File: config.mk
export PLATFORM = sky130hd
export DESIGN_NAME = linear_net_backprop_step
export DESIGN_NICKNAME = d
export VERILOG_FILES = /design/src/rtl/core/lnbp_pkg.sv /design/src/rtl/core/linear_net_backprop_step.sv
export SDC_FILE = /design/constraint.sdc
export NUM_CORES = 2
export LEC_CHECK = 0
export ABC_AREA = 1
export BUFFER_PORTS_ARGS = -buffer_cell sky130_fd_sc_hd__buf_2
export CELL_PAD_IN_SITES_DETAIL_PLACEMENT = 0
export CELL_PAD_IN_SITES_GLOBAL_PLACEMENT = 1
export CORE_ASPECT_RATIO = 0.8
export CORE_MARGIN = 4
export CORE_UTILIZATION = 45
export DETAILED_ROUTE_END_ITERATION = 12
export GPL_ROUTABILITY_DRIVEN = 1
export PLACE_DENSITY = 0.72
export SYNTH_ARGS = -nofsm -noshare
export SYNTH_HDL_FRONTEND = slang
export SYNTH_SLANG_ARGS = --single-unit
File: constraint.sdc
create_clock -name clk -period 16.7 [get_ports clk]
set_clock_uncertainty 0.2 [all_clocks]
set_input_delay 0.835 -clock clk [delete_from_list [all_inputs] [get_ports clk]]
set_output_delay 0.835 -clock clk [all_outputs]
set_load 0.05 [all_outputs]
File: src/rtl/core/lnbp_pkg.sv
// Package for the linear network back-propagation trainer.
// Holds the Q16.16 widths, mode codes, stream layout and saturating helpers.
// No dependencies.
package lnbp_pkg;

    // Data width of every weight, sample and result field.
    localparam int unsigned DATA_W = 32;
    localparam int unsigned PROD_W = 2 * DATA_W;

    // Default number of hidden units.
    localparam int unsigned HIDDEN_UNITS_DEF = 8;

    // Width of the load index field.
    localparam int unsigned WIDX_W = 3;

    // Mode codes carried in the slave tuser.
    localparam int unsigned MODE_W = 2;
    localparam logic [MODE_W-1:0] MODE_INFER = 2'd0;
    localparam logic [MODE_W-1:0] MODE_TRAIN = 2'd1;
    localparam logic [MODE_W-1:0] MODE_LOAD  = 2'd2;

    // Slave tdata layout, lowest bit first.
    localparam int unsigned S_SAMPLE_LSB = 0;
    localparam int unsigned S_TARGET_LSB = S_SAMPLE_LSB + DATA_W;
    localparam int unsigned S_WIDX_LSB   = S_TARGET_LSB + DATA_W;
    localparam int unsigned S_WH_LSB     = S_WIDX_LSB + WIDX_W;
    localparam int unsigned S_WO_LSB     = S_WH_LSB + DATA_W;
    localparam int unsigned S_USED_W     = S_WO_LSB + DATA_W;
    localparam int unsigned S_TDATA_W    = ((S_USED_W + 7) / 8) * 8;

    // Master tdata layout, lowest bit first.
    localparam int unsigned M_TDATA_W = 2 * DATA_W;

    // Clamp a wide signed value to the signed 32-bit range.
    function automatic logic signed [DATA_W-1:0] sat32(input logic signed [PROD_W-1:0] v);
        logic signed [PROD_W-1:0] hi;
        logic signed [PROD_W-1:0] lo;
        hi = {{(PROD_W-DATA_W+1){1'b0}}, {(DATA_W-1){1'b1}}};
        lo = {{(PROD_W-DATA_W+1){1'b1}}, {(DATA_W-1){1'b0}}};
        if (v > hi)
        begin
            sat32 = {1'b0, {(DATA_W-1){1'b1}}};
        end
        else if (v < lo)
        begin
            sat32 = {1'b1, {(DATA_W-1){1'b0}}};
        end
        else
        begin
            sat32 = v[DATA_W-1:0];
        end
    endfunction

    // Sign-extend a 32-bit value to the product width.
    function automatic logic signed [PROD_W-1:0] sext(input logic signed [DATA_W-1:0] v);
        sext = {{(PROD_W-DATA_W){v[DATA_W-1]}}, v};
    endfunction

    // Product shifted down by 16 (Q16.16 times Q16.16), then saturated.
    function automatic logic signed [DATA_W-1:0] sat_q16(input logic signed [PROD_W-1:0] p);
        sat_q16 = sat32(p >>> 16);
    endfunction

    // Product shifted down by 30 (Q2.30 times Q16.16), then saturated.
    function automatic logic signed [DATA_W-1:0] sat_q30(input logic signed [PROD_W-1:0] p);
        sat_q30 = sat32(p >>> 30);
    endfunction

    // Saturating 32-bit addition.
    function automatic logic signed [DATA_W-1:0] sat_add(input logic signed [DATA_W-1:0] a,
                                                         input logic signed [DATA_W-1:0] b);
        sat_add = sat32(sext(a) + sext(b));
    endfunction

endpackage

File: src/rtl/core/linear_net_backprop_step.sv
// Top level of the linear network back-propagation trainer.
// Two weight memories, one shared 32x32 multiplier and a sequencer.
// Depends on lnbp_pkg.
//
// Channel  | Direction | Handshake            | Payload
// ---------+-----------+----------------------+----------------------------------------
// slave    | in        | s_tvalid / s_tready  | s_tuser: mode; s_tdata: sample, target,
//          |           |                      |   weight_index, hidden/output weight
// master   | out       | m_tvalid / m_tready  | m_tdata: prediction, error
// cfg      | in        | cfg_we               | cfg_wdata: learning_rate (Q2.30)
//
// One request at a time. Infer and load requests run the forward pass; train requests also
// run the update pass (N = HIDDEN_UNITS units each): the forward pass steps through FH, FO
// and FACC per unit and the update pass through UH, UGO, UDO and UWR, both bound by the single shared multiplier.
// Reset clears the learning rate and the per-entry valid bits, so every weight reads as zero
// straight after reset. A stalled master side holds the result; no new request is accepted
// while a finished result waits for the output register.
module linear_net_backprop_step #(
    parameter int unsigned HIDDEN_UNITS = lnbp_pkg::HIDDEN_UNITS_DEF
) (
    input  logic                           clk,
    input  logic                           rst_n,
    // Configuration write: learning_rate.
    input  logic                           cfg_we,
    input  logic [lnbp_pkg::DATA_W-1:0]    cfg_wdata,
    // Slave side.
    input  logic                           s_tvalid,
    output logic                           s_tready,
    // s_tdata fields from bit 0: sample[31:0], target[63:32], weight_index[66:64],
    // hidden_weight_value[98:67], output_weight_value[130:99], zero pad[135:131].
    input  logic [lnbp_pkg::S_TDATA_W-1:0] s_tdata,
    // s_tuser fields from bit 0: mode[1:0].
    input  logic [lnbp_pkg::MODE_W-1:0]    s_tuser,
    // Master side.
    output logic                           m_tvalid,
    input  logic                           m_tready,
    // m_tdata fields from bit 0: prediction[31:0], error[63:32].
    output logic [lnbp_pkg::M_TDATA_W-1:0] m_tdata
);

    localparam int unsigned DW    = lnbp_pkg::DATA_W;
    localparam int unsigned PW    = lnbp_pkg::PROD_W;
    localparam int unsigned IDX_W = (HIDDEN_UNITS > 1) ? $clog2(HIDDEN_UNITS) : 1;
    localparam int unsigned ACC_W = DW + $clog2(HIDDEN_UNITS) + 1;
    localparam int unsigned CMP_W = 7;
    localparam logic [IDX_W-1:0] LAST_IDX = IDX_W'(HIDDEN_UNITS - 1);

    // Sequencer states.
    typedef enum logic [12:0] {
        ST_IDLE   = 13'b0000000000001,
        ST_FH     = 13'b0000000000010,
        ST_FO     = 13'b0000000000100,
        ST_FACC   = 13'b0000000001000,
        ST_FEND   = 13'b0000000010000,
        ST_TDELTA = 13'b0000000100000,
        ST_TGH    = 13'b0000001000000,
        ST_TGS    = 13'b0000010000000,
        ST_TDH    = 13'b0000100000000,
        ST_UH     = 13'b0001000000000,
        ST_UGO    = 13'b0010000000000,
        ST_UDO    = 13'b0100000000000,
        ST_UWR    = 13'b1000000000000
    } state_t;

    // The result stage is a flag of its own so that the state list stays within the
    // work of the item; it marks a finished result waiting for the output register.
    state_t                      state_reg, state_next;
    logic                        pend_reg, pend_next;

    logic [IDX_W-1:0]            n_reg, n_next;
    logic [lnbp_pkg::MODE_W-1:0] mode_reg;
    logic signed [DW-1:0]        x_reg;
    logic signed [DW-1:0]        target_reg;
    logic [lnbp_pkg::WIDX_W-1:0] widx_reg;
    logic signed [DW-1:0]        ld_wh_reg;
    logic signed [DW-1:0]        ld_wo_reg;
    logic signed [DW-1:0]        eta_reg;

    logic signed [ACC_W-1:0]     acc_reg, acc_next;
    logic signed [ACC_W-1:0]     swo_reg, swo_next;
    logic signed [DW-1:0]        pred_reg, pred_next;
    logic signed [DW-1:0]        err_reg, err_next;
    logic signed [DW-1:0]        dh_reg, dh_next;
    logic signed [PW-1:0]        prod_reg;
    logic signed [DW-1:0]        mul_a, mul_b;

    logic                        m_tvalid_reg;
    logic signed [DW-1:0]        out_pred_reg;
    logic signed [DW-1:0]        out_err_reg;

    // Weight memories and their registered read ports.
    logic signed [DW-1:0]        wh_mem [HIDDEN_UNITS];
    logic signed [DW-1:0]        wo_mem [HIDDEN_UNITS];
    logic [HIDDEN_UNITS-1:0]     valid_reg;
    logic signed [DW-1:0]        wh_q_reg, wo_q_reg;
    logic                        vq_reg;
    logic signed [DW-1:0]        wh_rd, wo_rd;

    logic                        wr_en;
    logic [IDX_W-1:0]            wr_addr;
    logic signed [DW-1:0]        wr_wh, wr_wo;

    logic                        s_accept;
    logic                        out_free;
    logic                        load_ok;
    logic signed [DW-1:0]        pred_now;
    logic signed [PW-1:0]        acc_wide, swo_wide;
    logic [CMP_W-1:0]            widx_ext;

    assign s_accept = s_tvalid && s_tready;
    assign s_tready = (state_reg == ST_IDLE) && !pend_reg;
    assign out_free = !m_tvalid_reg || m_tready;

    assign m_tvalid = m_tvalid_reg;
    assign m_tdata  = {out_err_reg, out_pred_reg};

    // Entries never written read as zero.
    assign wh_rd = vq_reg ? wh_q_reg : '0;
    assign wo_rd = vq_reg ? wo_q_reg : '0;

    assign acc_wide = {{(PW-ACC_W){acc_reg[ACC_W-1]}}, acc_reg};
    assign swo_wide = {{(PW-ACC_W){swo_reg[ACC_W-1]}}, swo_reg};
    assign pred_now = lnbp_pkg::sat32(acc_wide);
    assign widx_ext = {{(CMP_W-lnbp_pkg::WIDX_W){1'b0}}, widx_reg};
    assign load_ok  = (mode_reg == lnbp_pkg::MODE_LOAD) && (widx_ext < CMP_W'(HIDDEN_UNITS));

    // Sequencer and datapath next-state logic.
    always_comb
    begin
        state_next = state_reg;
        pend_next  = pend_reg;
        n_next     = n_reg;
        acc_next   = acc_reg;
        swo_next   = swo_reg;
        pred_next  = pred_reg;
        err_next   = err_reg;
        dh_next    = dh_reg;
        mul_a      = x_reg;
        mul_b      = wh_rd;
        wr_en      = 1'b0;
        wr_addr    = n_reg;
        wr_wh      = lnbp_pkg::sat_add(wh_rd, dh_reg);
        wr_wo      = lnbp_pkg::sat_add(wo_rd, lnbp_pkg::sat_q30(prod_reg));

        case (state_reg)
            ST_IDLE:
            begin
                n_next   = '0;
                acc_next = '0;
                swo_next = '0;
                if (pend_reg && out_free)
                begin
                    pend_next = 1'b0;
                end
                if (s_accept)
                begin
                    state_next = ST_FH;
                end
            end
            // Forward pass: h = x * wh.
            ST_FH:
            begin
                mul_a      = x_reg;
                mul_b      = wh_rd;
                state_next = ST_FO;
            end
            // Forward pass: h * wo.
            ST_FO:
            begin
                mul_a      = lnbp_pkg::sat_q16(prod_reg);
                mul_b      = wo_rd;
                state_next = ST_FACC;
            end
            // Accumulate the unit's contribution and the sum of output weights.
            ST_FACC:
            begin
                acc_next = acc_reg + ACC_W'(lnbp_pkg::sat_q16(prod_reg));
                swo_next = swo_reg + ACC_W'(wo_rd);
                if (n_reg == LAST_IDX)
                begin
                    n_next     = '0;
                    state_next = ST_FEND;
                end
                else
                begin
                    n_next     = n_reg + 1'b1;
                    state_next = ST_FH;
                end
            end
            // Prediction ready; load writes here, train goes on.
            ST_FEND:
            begin
                pred_next = pred_now;
                if (mode_reg == lnbp_pkg::MODE_TRAIN)
                begin
                    err_next   = lnbp_pkg::sat32(lnbp_pkg::sext(target_reg)
                                                 - lnbp_pkg::sext(pred_now));
                    state_next = ST_TDELTA;
                end
                else
                begin
                    err_next   = '0;
                    wr_en      = load_ok;
                    wr_addr    = widx_ext[IDX_W-1:0];
                    wr_wh      = ld_wh_reg;
                    wr_wo      = ld_wo_reg;
                    pend_next  = 1'b1;
                    state_next = ST_IDLE;
                end
            end
            // delta = err * sum(wo).
            ST_TDELTA:
            begin
                mul_a      = err_reg;
                mul_b      = lnbp_pkg::sat32(swo_wide);
                state_next = ST_TGH;
            end
            // Hidden gradient delta * x.
            ST_TGH:
            begin
                mul_a      = lnbp_pkg::sat_q16(prod_reg);
                mul_b      = x_reg;
                state_next = ST_TGS;
            end
            // Hidden step eta * gradient, the same for every unit.
            ST_TGS:
            begin
                mul_a      = eta_reg;
                mul_b      = lnbp_pkg::sat_q16(prod_reg);
                state_next = ST_TDH;
            end
            ST_TDH:
            begin
                dh_next    = lnbp_pkg::sat_q30(prod_reg);
                state_next = ST_UH;
            end
            // Update pass: recompute h from the old hidden weight.
            ST_UH:
            begin
                mul_a      = x_reg;
                mul_b      = wh_rd;
                state_next = ST_UGO;
            end
            // Output gradient err * h.
            ST_UGO:
            begin
                mul_a      = err_reg;
                mul_b      = lnbp_pkg::sat_q16(prod_reg);
                state_next = ST_UDO;
            end
            // Output step eta * gradient.
            ST_UDO:
            begin
                mul_a      = eta_reg;
                mul_b      = lnbp_pkg::sat_q16(prod_reg);
                state_next = ST_UWR;
            end
            // Write both updated weights of the unit back.
            ST_UWR:
            begin
                wr_en = 1'b1;
                if (n_reg == LAST_IDX)
                begin
                    n_next     = '0;
                    pend_next  = 1'b1;
                    state_next = ST_IDLE;
                end
                else
                begin
                    n_next     = n_reg + 1'b1;
                    state_next = ST_UH;
                end
            end
            default:
            begin
                state_next = ST_IDLE;
            end
        endcase
    end

    // Control registers.
    always_ff @(posedge clk or negedge rst_n)
    begin
        if (!rst_n)
        begin
            state_reg    <= ST_IDLE;
            pend_reg     <= 1'b0;
            n_reg        <= '0;
            eta_reg      <= '0;
            valid_reg    <= '0;
            m_tvalid_reg <= 1'b0;
        end
        else
        begin
            state_reg <= state_next;
            pend_reg  <= pend_next;
            n_reg     <= n_next;
            if (cfg_we)
            begin
                eta_reg <= cfg_wdata;
            end
            if (wr_en)
            begin
                valid_reg[wr_addr] <= 1'b1;
            end
            if (pend_reg && out_free && (state_reg == ST_IDLE))
            begin
                m_tvalid_reg <= 1'b1;
            end
            else if (m_tready)
            begin
                m_tvalid_reg <= 1'b0;
            end
        end
    end

    // Payload and datapath registers.
    always_ff @(posedge clk)
    begin
        if (s_accept)
        begin
            mode_reg   <= s_tuser;
            x_reg      <= s_tdata[lnbp_pkg::S_SAMPLE_LSB +: DW];
            target_reg <= s_tdata[lnbp_pkg::S_TARGET_LSB +: DW];
            widx_reg   <= s_tdata[lnbp_pkg::S_WIDX_LSB +: lnbp_pkg::WIDX_W];
            ld_wh_reg  <= s_tdata[lnbp_pkg::S_WH_LSB +: DW];
            ld_wo_reg  <= s_tdata[lnbp_pkg::S_WO_LSB +: DW];
        end
        acc_reg  <= acc_next;
        swo_reg  <= swo_next;
        pred_reg <= pred_next;
        err_reg  <= err_next;
        dh_reg   <= dh_next;
        prod_reg <= mul_a * mul_b;
        if (pend_reg && out_free && (state_reg == ST_IDLE))
        begin
            out_pred_reg <= pred_reg;
            out_err_reg  <= err_reg;
        end
    end

    // Weight memories: one write port, one registered read port at the next unit.
    always_ff @(posedge clk)
    begin
        if (wr_en)
        begin
            wh_mem[wr_addr] <= wr_wh;
            wo_mem[wr_addr] <= wr_wo;
        end
        wh_q_reg <= wh_mem[n_next];
        wo_q_reg <= wo_mem[n_next];
    end

    // Valid bit of the entry being read, registered alongside the data.
    always_ff @(posedge clk or negedge rst_n)
    begin
        if (!rst_n)
        begin
            vq_reg <= 1'b0;
        end
        else
        begin
            vq_reg <= valid_reg[n_next];
        end
    end

endmodule
==> reports/metrics.yaml <==
outcome: "finished, final reports clean"
nNetsFinal: 10600
worst_path_largest_cell_delay_ns: 1.01
synthCells: 8788
syn_area_sq_um: 84400
crit_fanout: 19
cts_buffer_depth: 3
whs_ns: 0.0647
grt_antenna_before_repair: 9
post_cts_buffers: 0
synth-edff-count: 877
async_flop_share_pct: 5.63
drive_above_1_share_pct: 7.65
pwr_density_cell_nw_per_um2: 117
worst_pin_slew_ns: 1.17
yosysUniqueCellTypes: 67
clock_power_share_pct: 23.5
die_area_sq_um: 195000
drv_cap: 0
ant_nets: 0
cts_buffers: 108
cp.required_ns: 17.14
htreeDepth: 3
switching_power_mw: 4.68
initial_utilization_pct: 45.5
finalSetupViolCount: 0
synth-seq-cells: 1048
cts.clk_slew.worst_paths_ns: 0.06
cp-end-kind: "flop"
num_rows: 141
final.setup.tns_ns: 0
via_count: 64400
synth.most_common_cell: "inv_1"
syn_nets: 10400
dp_hpwl_um: 228000
num_io_pins: 241
overflow: 0
placed_cells: 11300
drc_errors: 0
fin_crit_ns: 11.39
dr.pass1.iters: 7
rsz0062_at_grt: "false"
drt_first_iter_violations: 6759
grt_pass1_wl_um: 430000
arrival_ns: 11.82
core_sq_um: 186000
drt-total-wl_um: 295000
yosysSeqAreaShare_pct: 35.6
fillerInstances: 17600
synth.top_cells.by_count: "inv_1 (1517), nand2_1 (1348), nor2_1 (1183), fa_1 (1086), edfxtp_1 (877)"
synth_area_leader_cell: "edfxtp_1"
crit_slowest_cell: "dfxtp_1"
switching_share_pct: 43.2
finalCritPeriodShare_pct: 68.2
final_max_slew_viol_count: 0
worstSetupPathType: "reg -> reg"
p_leak_nw: 41.4
grt_max_degree: 108
stdcell_count: 11600
slew_headroom_pct: 22.0
yosys_warnings: 0
gp_congestion: 0.971
cts.sinks: 1048
finalHoldViolCount: 0
io_buffers: 235
fmax_mhz: 87.8
cts_tree: "yes"
die_w_um: 492
ys.flop_type: "edfxtp_1"
cts_root_buf: "clkbuf_16"
hold_path_class: "in -> reg"
die_y_um: 395
viasPerCell: 5.57
grt_usage_pct: 30.0
post-synth-top-area-fraction_pct: 31.2
area_growth_syn_to_layout_pct: 9.49
synth.area.top_cells: "edfxtp_1 (31%), fa_1 (26%), inv_1 (6.7%)"
p_int_mw: 6.14
routedWlPerCell_um: 25.5
grt_pass1_vias: 63400
vdd_ir_drop_max_uv: 98.8
p_seq_share_pct: 32.3
syn_avg_cell_area_sq_um: 9.60
p_comb_share_pct: 44.2
startpoint_type: "flop"
clock_latency_ns: 0.76
[what timing repair did]
item | CTS | global route
hold endpoints to repair | 20 | 0
hold buffers | 20 | 0
gates resized for setup | 0 | 0
[stage by stage]
stage	cell area, sq um	util [%]	total power [mW]	setup slack [ns]
4_1_cts	92400	49.8	10.8	5.31
5_1_grt	92400	49.8	11.4	4.69
2_1_floorplan	84400	-	6.42	7.82
3_5_place_dp	88400	47.6	8.21	5.35
3_3_place_gp	88400	47.6	8.17	5.46
6_report	92400	49.8	10.8	5.31
[logic make-up (layout without fill, tap and decap cells)]
kind of cell,count (synthesis),in the layout,share of synthesized area (%)
other,0,3,0
and+or+nand+nor,2760,2760,12.9
buffers and inverters,1910,2169,8.81
DFF,1048,1048,35.6
muxes,3,3,0.0400
AOI/OAI and AO/OA,1494,1494,10.3
adders and majority gates,1434,1434,30.9
xor gates and xnor gates,139,139,1.44
[path summary, 6_finish.rpt]
| check | start | cells past startpoint | to | slack [ns] |
|---|---|---|---|---|
| worst min-delay path | s_tdata[84] | 1 | ld_wh_reg[17] | 0.06 |
| min in group asynchronous | rst_n | 2 | valid_reg[2] | 0.09 |
| max in group asynchronous | rst_n | 2 | vq_reg | 15.54 |
| worst max-delay path | prod_reg[63] | 35 | prod_reg[50] | 5.31 |
| worst max register to register | prod_reg[63] | 35 | prod_reg[50] | 5.31 |
| worst min register to register | pred_reg[4] | 0 | out_pred_reg[4] | 0.21 |
[layer usage]
metal,up-vias,wire [um],track usage (%)
met3,435,26700,5.47
met1,32800,134000,46.1
met4,4,12700,10.8
li1,28400,-,-
met2,2805,121000,42.3
met5,-,21,0
[power by group through the flow]
stage / Combinational (mW) / Clock [mW] / Sequential [mW]
floorplan: 2.99 / 0 / 3.43
global placement: 4.64 / 0 / 3.53
detailed placement: 4.67 / 0 / 3.53
CTS: 4.71 / 2.59 / 3.48
global route: 5.22 / 2.71 / 3.50
finish: 4.79 / 2.55 / 3.49
[critical path: cells and delay by family, from the launching register on]
| family | cells | cell delay [ns] |
|---|---|---|
| fa+ha+maj | 9 | 4.20 |
| buf+inv | 11 | 2.38 |
| compound gates | 7 | 1.86 |
| simple gates | 7 | 1.30 |
| flops | 1 | 1.01 |
| xor+xnor | 1 | 0.24 |
[layout by cell type (no fill, tap or decap), drive strengths merged, types with 112 or more instances in the layout]
cell	count
a21oi	432
buf	377
clkbuf	150
dfxtp	112
edfxtp	877
fa	1086
ha	348
inv	1552
nand2	1361
nor2	1195
o21ai	643
[cell type report]
class	count	area [sq um]	area share [%]
diodes	3	7.51	0.00813
clock buffers	150	3050	3.30
clock inverters	56	709	0.768
inverters	1566	5890	6.38
multi-input cells	5830	47100	51.0
flip-flops and latches	1048	30100	32.5
well taps	2502	3130	3.39
repair buffers	397	2440	2.64
(Power assumes the default switching activity.)
